### src/rpa_ram.sv
// Generic single-port-write, single-port-read RAM with registered read data.
module rpa_ram #(
  parameter int unsigned WIDTH = 8,
  parameter int unsigned DEPTH = 16,
  localparam int unsigned AW   = $clog2(DEPTH)
) (
  input  logic             clk_i,
  input  logic             we_i,
  input  logic [AW-1:0]    waddr_i,
  input  logic [WIDTH-1:0] wdata_i,
  input  logic             re_i,
  input  logic [AW-1:0]    raddr_i,
  output logic [WIDTH-1:0] rdata_o
);

  logic [WIDTH-1:0] mem_q [DEPTH];
  logic [WIDTH-1:0] rdata_q;

  always_ff @(posedge clk_i) begin
    if (we_i) begin
      mem_q[waddr_i] <= wdata_i;
    end
    if (re_i) begin
      rdata_q <= mem_q[raddr_i];
    end
  end

  assign rdata_o = rdata_q;

endmodule

### config.mk
export PLATFORM = sky130hd
export DESIGN_NAME = rpa_ram
export DESIGN_NICKNAME = d
export VERILOG_FILES = /design/src/rpa_ram.sv
export SDC_FILE = /design/constraint.sdc
export NUM_CORES = 1
export LEC_CHECK = 0
export BUFFER_PORTS_ARGS = -buffer_cell sky130_fd_sc_hd__buf_2
export CAP_MARGIN = 5
export CORE_UTILIZATION = 30
export DETAILED_ROUTE_END_ITERATION = 16
export GPL_ROUTABILITY_DRIVEN = 1
export PLACE_DENSITY = 0.5
export SETUP_SLACK_MARGIN = 0.5
export SLEW_MARGIN = 0
export SYNTH_ARGS = -nofsm -noshare
export SYNTH_HDL_FRONTEND = slang
export SYNTH_SLANG_ARGS = --single-unit
### constraint.sdc
create_clock -name clk_i -period 1.8 [get_ports clk_i]
set_input_delay 0.18 -clock clk_i [delete_from_list [all_inputs] [get_ports clk_i]]
set_output_delay 0.18 -clock clk_i [all_outputs]
set_load 0.01 [all_outputs]
# Word level (Yosys, flattened, before mapping)
# Memories as Yosys holds them, arrays and structs flattened. A register that Yosys moved wholly into a read port is not among the register bits.
# Cells that the tools add are included.
[totals]
regBits = 0
ramBits = 128
in_bits = 19
memories = 1
[classes]
mux = 2
[mem_list]
columns = ["memory", "depth", "word_bits", "rd", "rd_clocked_by_memory_dff", "write_ports", "line_no", "rtl"]
rows = [
  ["mem_q", 16, 8, 1, 1, 1, "16", "logic [WIDTH-1:0] mem_q [DEPTH];"],
]
[ops]
columns = ["op", "n"]
rows = [
  ["2-to-1 mux 1 bit", 2],
]

# Logic depth before layout (Yosys ltp)
# Gate-level depths: netlist of the first run.
[depth]
word_depth = 2
mapped_depth = 5
mapped_depth_nobuf = 3

# Worst setup path before layout of the first run
# OpenSTA, ideal clock, no wires.
[synth_timing]
path_kind = "input to register"
from = "input waddr_i[2]"
to = "memory mem_q[0][0] (enable)"
setup_ns = 0.383
t_arrival_ns = 1.290
t_required_ns = 1.417
slack_ns = 0.127
path_stages = 2
n_path_buf = 0
cell_sequence = "or3b_2 nor3_1"
[synth_rtl]
columns = ["element", "line_no", "rtl"]
rows = [
  ["start: declaration", "9", "input logic [AW-1:0] waddr_i,"],
  ["end: declaration", "16", ""],
]
# No word-level cell before the write port.

==> impl.org, run 1 <==
** Clock tree
- The clock tree synthesis step divided the H-tree into 4 levels.
- CTS root buf :: sky130_fd_sc_hd__clkbuf_16
- TritonCTS built the clock tree.
- CTS Buffer Depth :: 2
- CTS saw approximately 140 sinks.
- Clock-pin slew was measured on the worst setup and hold paths at 50 ps.
- Clock tree synthesis inserted a total of 17 buffers.
- Worst-skew pair later-pin latency :: approximately 420 ps
- The number of setup buffers added after CTS is 0.

** Worst setup path
- Worst Path Class, Setup :: register to register
- Biggest fanout along the worst timing path :: 1
- Data on the critical path arrives at its endpoint at 1540 ps.
- Crit path launch type :: register
- Data on the critical path is required at its endpoint by 1960 ps.
- The worst register-to-register path begins at mem_q[3][5].
- Counting cells, the worst reg-to-reg path comes to 3.
- Critical R2R Capture :: rdata_o[5]
- STA classifies the critical path endpoint as a register.
- R2R Setup Slk :: 410 ps

** Power and ir drop
- Of the total power, the share spent switching nets is 0.195.
- Leak pwr :: around 0.0020 uW
- Post-layout power :: 6920 uW
- The share of total power dissipated in combinational logic is 0.052.
- Share of total power in the clock network :: 0.428
- Pwr/cell area :: 1100 nW/um^2
- Cell Int Power :: 5570 uW
- Register share of total power :: 0.520
- The worst-case IR drop observed on VDD is around 0.6 mV.
- In this run the power spent charging and discharging nets is 1350 uW.

** Hold path
- Hold path cells :: 1
- In this run the worst hold path is classified as input port to register.
- In this run the most critical hold path is launched from re_i.
- The worst hold path terminates at rdata_o[7].

** Logic synthesis
- Summing every instance area after synthesis gives 5230 sq um.
- Synthesis handed over a netlist of 229 instances.
- Most common flop cell mapped by yosys :: sky130_fd_sc_hd__edfxtp_1
- sky130_fd_sc_hd__edfxtp_1 is the most common cell in the netlist.
- Seq/Total Area, Yosys :: 0.781
- Of the total synthesized cell area, the portion taken by AND, OR, NAND and NOR gates is 0.0314.
- sky130_fd_sc_hd__edfxtp_1 takes more of the synthesized area than any other cell.
- In this run the mean area of a mapped cell was 22.8 sq um.
- Distinct cell type count of the synthesized netlist :: 18
- Compound-gate portion of the synthesized area :: 0.0230
- Of all flip-flops after synthesis, the portion carrying an async set or reset was 0.
- Adder and majority cell fraction of the synthesized area :: 0
- After synthesis, the largest family of logic cells by area is multiplexers.
- Xor/xnor cell area share of the yosys netlist :: 0
- The share of synthesized area in the top cell type comes to 0.781.
- After synthesis the netlist holds a flip-flop and latch count of 136.
- When the netlist entered floorplanning its net count stood at between 200 and 250.
- Warnings from Yosys :: 0
- Synth top area cells :: sky130_fd_sc_hd__edfxtp_1 (78%), sky130_fd_sc_hd__mux4_2 (7.8%), sky130_fd_sc_hd__mux4_1 (7.0%), sky130_fd_sc_hd__a22oi_1 (2.3%), sky130_fd_sc_hd__nor2_1 (0.93%)
- Commonest cells in the synthesized netlist :: sky130_fd_sc_hd__edfxtp_1 (136), sky130_fd_sc_hd__mux4_2 (18), sky130_fd_sc_hd__a22oi_1 (16)
- Share of synthesized area spent on multiplexers :: 0.148
- Counting flops with a built-in enable in the synthesized netlist gives 136.

** Detailed routing
- DRC violation total after the first TritonRoute iteration :: 259
- Residual DRC :: 0
- Number of detailed-route iterations in the first pass :: 6
- In this run the remaining antenna-violating nets after routing total 0.
- For this block, the routed nets add up to approximately 11000 microns of wire.
- The routed layout has 2453 vias.
- Via density per instance :: 4.74
- Dividing the detail-routed wire length by the instance count gives 20.7 microns.

** Global route
- Across every metal layer, demand over resource in global routing totals 0.132.
- Entering global routing, the biggest net connects 19 pins.
- The via count of the first global-routing pass is 2615.
- Global-route wire length before repair :: 16300 microns
- The number of antenna violations at the first check in global routing came to 0.
- Total overflow reported by the global router :: 0

** STA
- RSZ-0062 raised after global routing :: true
- At the pin with the least slew margin, the transition time is slightly below 500 ps.
- Maximum clock skew at final layout :: 8.72 ps
- Worst Hold Slack :: between 100 and 150 ps
- The smallest clock period supported by the final layout is computed as 1390 ps.
- Fmax :: 722 MHz
- Setup violations remaining at the end of the flow were counted as 0.
- In the finished design, the share of the clock period the worst path needs comes to 0.769.
- In this run the tightest slew margin relative to its limit is 0.674.
- The number of hold-slack violations in the final timing report came to 0.
- Total count of max-transition violations in the final report :: 0

** Cells and area
- Count of antenna diodes in the layout :: 0
- Final non-filler cell total :: 517
- Area delta synth->final :: 19.9%
- Share of final-layout standard cells stronger than drive strength 1 :: 0.394
- At the end of the flow the core is filled with cells to 0.373.
- The final layout contains just over 300 nets.
- With fillers left out, the area of the finished cells amounts to 6270 sq um.

** Floorplan
- The die is 134 microns wide.
- I/O Pins :: 27
- Area of the core :: 16800 sq um
- Number of rows in the core area :: 47
- The die covers 18000 sq um.
- Initial standard-cell utilization of the core :: 0.311
- From bottom edge to top edge, the die measures 134 microns.

** Placed design
- Including well taps, the total number of placed cells is approximately 500.
- Placed standard-cell area :: 5740 sq um
- The congestion estimate from routability-driven global placement came to 0.690.
- In this run the tool buffered the top-level ports with 26 buffer cells.
- Detailed placement ended at an HPWL of 6940 microns.

** Outcome
- The run finished with clean final reports.

** Job
- Number of maximum-capacitance constraint violations :: 0
logic make-up (layout without fill, tap and decap cells):
family,Yosys count,count (layout)
multiplexers,32,32
buffers and inverters,10,78
AO/OA/AOI/OAI,16,16
flip-flops,136,136
AND/OR/NAND/NOR,35,35
routing by layer:
| metal | share of wire | GRT usage | up-vias |
|---|---|---|---|
| li1 | - | - | 1081 |
| met1 | 0.45 | 0.177 | 1290 |
| met2 | 0.48 | 0.199 | 71 |
| met3 | 0.057 | 0.0401 | 11 |
| met4 | 0.012 | 0.0511 | 0 |
| met5 | 0 | 0 | - |
power by group through the flow:
| stage | clock network (uW) | logic (uW) | registers, uW |
|---|---|---|---|
| after floorplan | 0 | 198 | 3660 |
| after global placement | 0 | 351 | 3660 |
| after detailed placement | 0 | 357 | 3660 |
| after CTS | 3040 | 374 | 3590 |
| after global routing | 3150 | 397 | 3600 |
| final | 2960 | 363 | 3600 |
worst max-delay path by stage:
stage,cells past startpoint,slack (ps),end,from
2_1_floorplan,5,400,rdata_o[0],raddr_i[0]
3_3_place_gp,5,8,rdata_o[3],raddr_i[0]
3_5_place_dp,5,-50,rdata_o[3],raddr_i[0]
4_1_cts,3,370,rdata_o[3],mem_q[6][3]
5_1_grt,3,360,rdata_o[3],mem_q[3][3]
6_report,3,410,rdata_o[5],mem_q[3][5]
registers in the layout, indices dropped and copies added (netlist names):
| name | flops |
|---|---|
| mem_q | 128 |
| rdata_o | 8 |
layout make-up:
| class | instances | area [sq um] |
|---|---|---|
| Sequential cell | 136 | 4080 |
| Clock inverter | 8 | 58.8 |
| Fill cell | 1572 | 10600 |
| Timing Repair Buffer | 49 | 328 |
| Multi-Input combinational cell | 83 | 1080 |
| Clock buffer | 21 | 440 |
| Tap cell | 220 | 275 |
metrics by stage:
| step | TNS (ps) | setup WS (ps) |
|---|---|---|
| after floorplan | 0 | 401 |
| after global placement | 0 | 7.83 |
| after detailed placement | -45.8 | -45.8 |
| after CTS | 0 | 374 |
| after global routing | 0 | 363 |
| final | 0 | 415 |
what timing repair did:
item,in CTS,in global routing
pin swaps,6,2
resized for setup,13,0
endpoints found under the setup margin,8,8
hold buffers,0,0
cloned,0,0
layout by cell type (no fill, tap or decap), drive strengths merged:
| cell | instances |
|---|---|
| edfxtp | 136 |
| buf | 49 |
| mux4 | 32 |
| clkbuf | 21 |
| a22oi | 16 |
| nor2 | 13 |
| nand2 | 9 |
| clkinv | 7 |
| nor3 | 4 |
| nand3b | 2 |
| nand2b | 2 |
| nor2b | 1 |
| and2 | 1 |
| and2b | 1 |
| nand3 | 1 |
| or3b | 1 |
| bufinv | 1 |
critical path, cell delays in order, from the launching register on:
cell                       delay [ps]
sky130_fd_sc_hd__edfxtp_1         360
sky130_fd_sc_hd__mux4_2           480
sky130_fd_sc_hd__a22oi_2          210
sky130_fd_sc_hd__nand2_1           70
No activity file was read; power rests on OpenSTA's default activity.
==> run 2: changes to the inputs <==
ABC_AREA = 1   (was default)
PLACE_DENSITY = 0.51   (was 0.5)
clock period = 1.15 ns   (was 1.8 ns; I/O delays follow)
==> run 2 against run 1 <==
Clock power increased by 66%. Global-route usage increased by 2.0 points. Wire length increased by 29%. Count of clock-buffer cells in the layout decreased by 4. Worst hold slack got worse by 74 ps. Register-to-register slack lost 380 ps. Sequential power increased by 56%.
==> impl.org, run 2 <==
** Cells and area
- The number of inserted filler cells in the final layout was 1873 (+19%).
- Commonest non-fill, non-tap cells in the layout :: sky130_fd_sc_hd__nand2_1 (161), sky130_fd_sc_hd__edfxtp_1 (136), sky130_fd_sc_hd__inv_1 (95)
- The diode insertion count for antenna repair was 0 (unchanged).
- The final core utilization came to 0.398 (+0.0255).
- Largest register by flop count :: mem_q
- The flip-flop count of the largest register, all copies and words added is 128 (unchanged).
- The library cell used most frequently in the layout, excluding fill and tap cells, is sky130_fd_sc_hd__nand2_1.
- Share of final-layout standard cells stronger than drive strength 1 :: 0.259 (-0.135)
- Final #Nets :: 625 (+100%)
- Area delta synth->final :: 28.7%

** Detailed routing
- The violation count after the first detailed-routing iteration came to 289 (+12%).
- Number of detailed-route iterations in the first pass :: 4 (-2)
- The per-cell via count in the routed design is 4.40 (-7.3%).
- The number of remaining DRC errors is 0 (unchanged).
- The overall via count from detail_route was 3863 (+57%).
- Total Wirelength :: 13900 microns (+29%)
- Post-DRT Antenna Nets :: 0 (unchanged)
- The routed length per placed instance is 15.8 microns (-24%).

** Logic synthesis
- Post-Syn Instances :: 551 (+140%)
- Average instance area after synthesis :: 10.6 sq um (-54%)
- The number of flops mapped to enable cells by yosys was 136 (unchanged).
- Among all flip-flop cells after synthesis, the most frequent one is sky130_fd_sc_hd__edfxtp_1.
- Share of synthesized area spent on multiplexers :: 0 (-0.148)
- The portion of synthesized cell area occupied by the leading cell type was 0.698 (-0.0828).
- The post-synthesis cell type count came to 11 (-7).
- Seq/Total Area, Yosys :: 0.698 (-0.0828)
- The fraction of the mapped netlist area in compound gates is 0 (-0.0230).
- The post-synthesis share of cell area spent on full adders, half adders and majority gates was 0 (unchanged).
- Synth top area cells :: sky130_fd_sc_hd__edfxtp_1 (70%), sky130_fd_sc_hd__nand2_1 (11%), sky130_fd_sc_hd__nand3_1 (8.3%), sky130_fd_sc_hd__inv_1 (6.4%), sky130_fd_sc_hd__buf_6 (1.2%)
- By area, the combinational part of the netlist is dominated by simple AND/OR/NAND/NOR gates.
- The synthesized area is 5850 sq um (+12%).
- Of all cell types, the one taking the most synthesized area is sky130_fd_sc_hd__edfxtp_1.
- Yosys reg bits :: 136 (unchanged)
- The yosys synthesis warning count is 0 (unchanged).
- The area share of and/or/nand/nor cells after synthesis was 0.208 (+0.176).
- The share of flip-flops with an asynchronous set or reset is 0 (unchanged).
- Synthesized net count :: 570 (+130%)
- Xor/xnor cell area share of the yosys netlist :: 0 (unchanged)
- The commonest cells after synthesis are sky130_fd_sc_hd__nand2_1 (173), sky130_fd_sc_hd__edfxtp_1 (136), sky130_fd_sc_hd__inv_1 (100).
- By instance count, the leading cell after synthesis is sky130_fd_sc_hd__nand2_1.

** Global route
- Global-route wire length before repair :: 22400 microns (+38%)
- The overall fraction of global-route tracks in use was 0.152 (+0.0205).
- The maximum number of pins on one net before global-route repair is 33 (+14).
- The total global routing overflow was 0 (unchanged).
- Vias in the first global route :: 4053 (+55%)
- Initial antenna violation count :: 0 (unchanged)

** Worst setup path
- Biggest fanout along the worst timing path :: 1 (unchanged)
- Among all stages on the critical path, the largest delay is contributed by sky130_fd_sc_hd__edfxtp_1.
- The critical path is of the register to primary output type.
- Worst Path Buf+Inv :: 1 (+1)
- In this run the worst setup path begins at rdata_o[5].
- The worst setup path is captured at a primary output.
- Crit path launch type :: register
- Number of cells traversed by the worst register-to-register path :: 6 (+3)
- Crit path arrival time :: 1000 ps (-540 ps)
- The worst-case register-to-register setup slack came to 40 ps (-380 ps).
- The peak per-stage delay on the critical path was 430 ps (-50 ps).
- The startpoint identified for the worst register-to-register timing path is mem_q[9][4].
- Family with the most delay on the worst path :: flip-flops
- CP Depth :: 1 (-2)
- The critical path goes through buf_6.
- The endpoint required time on the critical path was 1030 ps (-930 ps).

** Clock tree
- CTS tree :: built
- The sink count of the clock tree is 136 (unchanged).
- The clock latency of the later-clocked register in the worst-skew pair is 420 ps (about the same).
- CTS Buffer Depth :: 2 (unchanged)
- H-Tree Level Count :: 4 (unchanged)
- CTS root buf :: sky130_fd_sc_hd__clkbuf_16
- Clock slew seen by the registers of the worst setup and hold paths :: 60 ps (about the same)
- The number of hold-repair buffers added at the cts stage was 0 (unchanged).
- The total CTS buffers is 17 (unchanged).

** STA
- RSZ-0062 raised after global routing :: true
- In the finished design, the share of the clock period the worst path needs comes to 0.968.
- The final setup violation count came to 0 (unchanged).
- The number of hold-slack violations in the final timing report is 0 (unchanged).
- The count of pins over their slew limit came to 0 (unchanged).
- Clock period minus worst slack :: 1110 ps
- The worst relative slew slack came to 0.570 (-0.104).
- Maximum clock skew at final layout :: 4.45 ps (-4.26 ps)
- The minimum hold slack was 72.0 ps (-74.4 ps).
- The transition time at the pin with the least slew margin is 644 ps (+155 ps).
- Fmax :: 898 MHz

** Power and ir drop
- The share of total power in the clock network came to 0.431 (+0.003).
- The total leakage power came to 0.00312 uW (+53%).
- The combinational power share came to 0.077 (+0.025).
- The ratio of total power to cell area came to 1520 nW/um^2 (+38%).
- The net switching share of the total power came to 0.228 (+0.0327).
- The cell-internal power was 8820 uW (+58%).
- Worst ir drop on vdd :: 0.819 mV (+37%)
- Net switching power :: 2600 uW (+93%)
- Register share of total power :: 0.492 (-0.028)

** Job
- Number of maximum-capacitance constraint violations :: 0 (unchanged)

** Placed design
- The count of port buffers added during placement is 26 (unchanged).
- The HPWL reported at the end of detailed placement was 9470 microns (+36%).
- The final weighted congestion of routability-driven global placement is 0.846 (+23%).

** Floorplan
- The effective utilization at floorplan is 0.309 (-0.00135).
- Die area :: 20100 sq um (+12%)
- I/O Pins :: 27 (unchanged)
- The floorplan die height was 142 microns (+5.7%).
- Area of the core :: 18900 sq um (+12%)
- Horizontal extent of the die :: 142 microns (+5.7%)
- The count of standard-cell rows was 50 (+6.4%).

** Hold path
- In this run the most critical hold path is launched from re_i.
- The min-delay analysis places its worst path in the category input port to register.
- Hold path cells :: 1 (unchanged)

** Outcome
- Result of the run :: finished, final reports clean
==> run 2: final cells by class <==
cell class,instances,area [sq um],share of cell area
well taps,260,325,0.0432
multi-input cells,289,1550,0.206
clock buffers,17,425,0.0566
inverters,102,388,0.0516
clock inverters,14,110,0.0146
repair buffers,60,641,0.0852
flip-flops and latches,136,4080,0.543
==> run 2: power groups by stage <==
stage | registers, uW | clock network, uW | logic (uW)
detailed placement | 5720 | 0 | 797
global placement | 5720 | 0 | 790
finish | 5620 | 4920 | 885
CTS | 5620 | 5020 | 849
global route | 5630 | 5220 | 973
floorplan | 5720 | 0 | 449
==> run 2: timing repair <==
| item | CTS | global route |
|---|---|---|
| setup buffers | 2 | 5 |
| setup endpoints to repair | 136 | 128 |
| pin swaps | 16 | 20 |
| resized for setup | 36 | 25 |
==> run 2: final timing paths <==
path                                   end
worst max-delay path            rdata_o[5]
worst min-delay path            rdata_o[6]
worst max register to register  rdata_o[4]
worst min register to register  rdata_o[6]
==> run 2: layer usage <==
layer	part of all wire	global-route usage
met1	0.44	0.196
met2	0.48	0.244
met3	0.055	0.0337
met4	0.022	0.0707
met5	0	0
==> run 2: stage by stage <==
step	setup TNS (ps)	setup slack (ps)	total power, uW	cells	instance area [sq um]
after floorplan	0	161	6170	551	6040
after detailed placement	-4900	-254	6520	840	6610
after global placement	-3870	-217	6510	840	6610
after CTS	0	10.7	11500	873	7320
after global routing	-13.6	-13.6	11800	878	7520
final	0	36.7	11400	878	7520
==> run 2: kinds of logic after synthesis <==
kind of cell,Yosys count
buffers and inverters,126
and+or+nand+nor,289
DFF,136
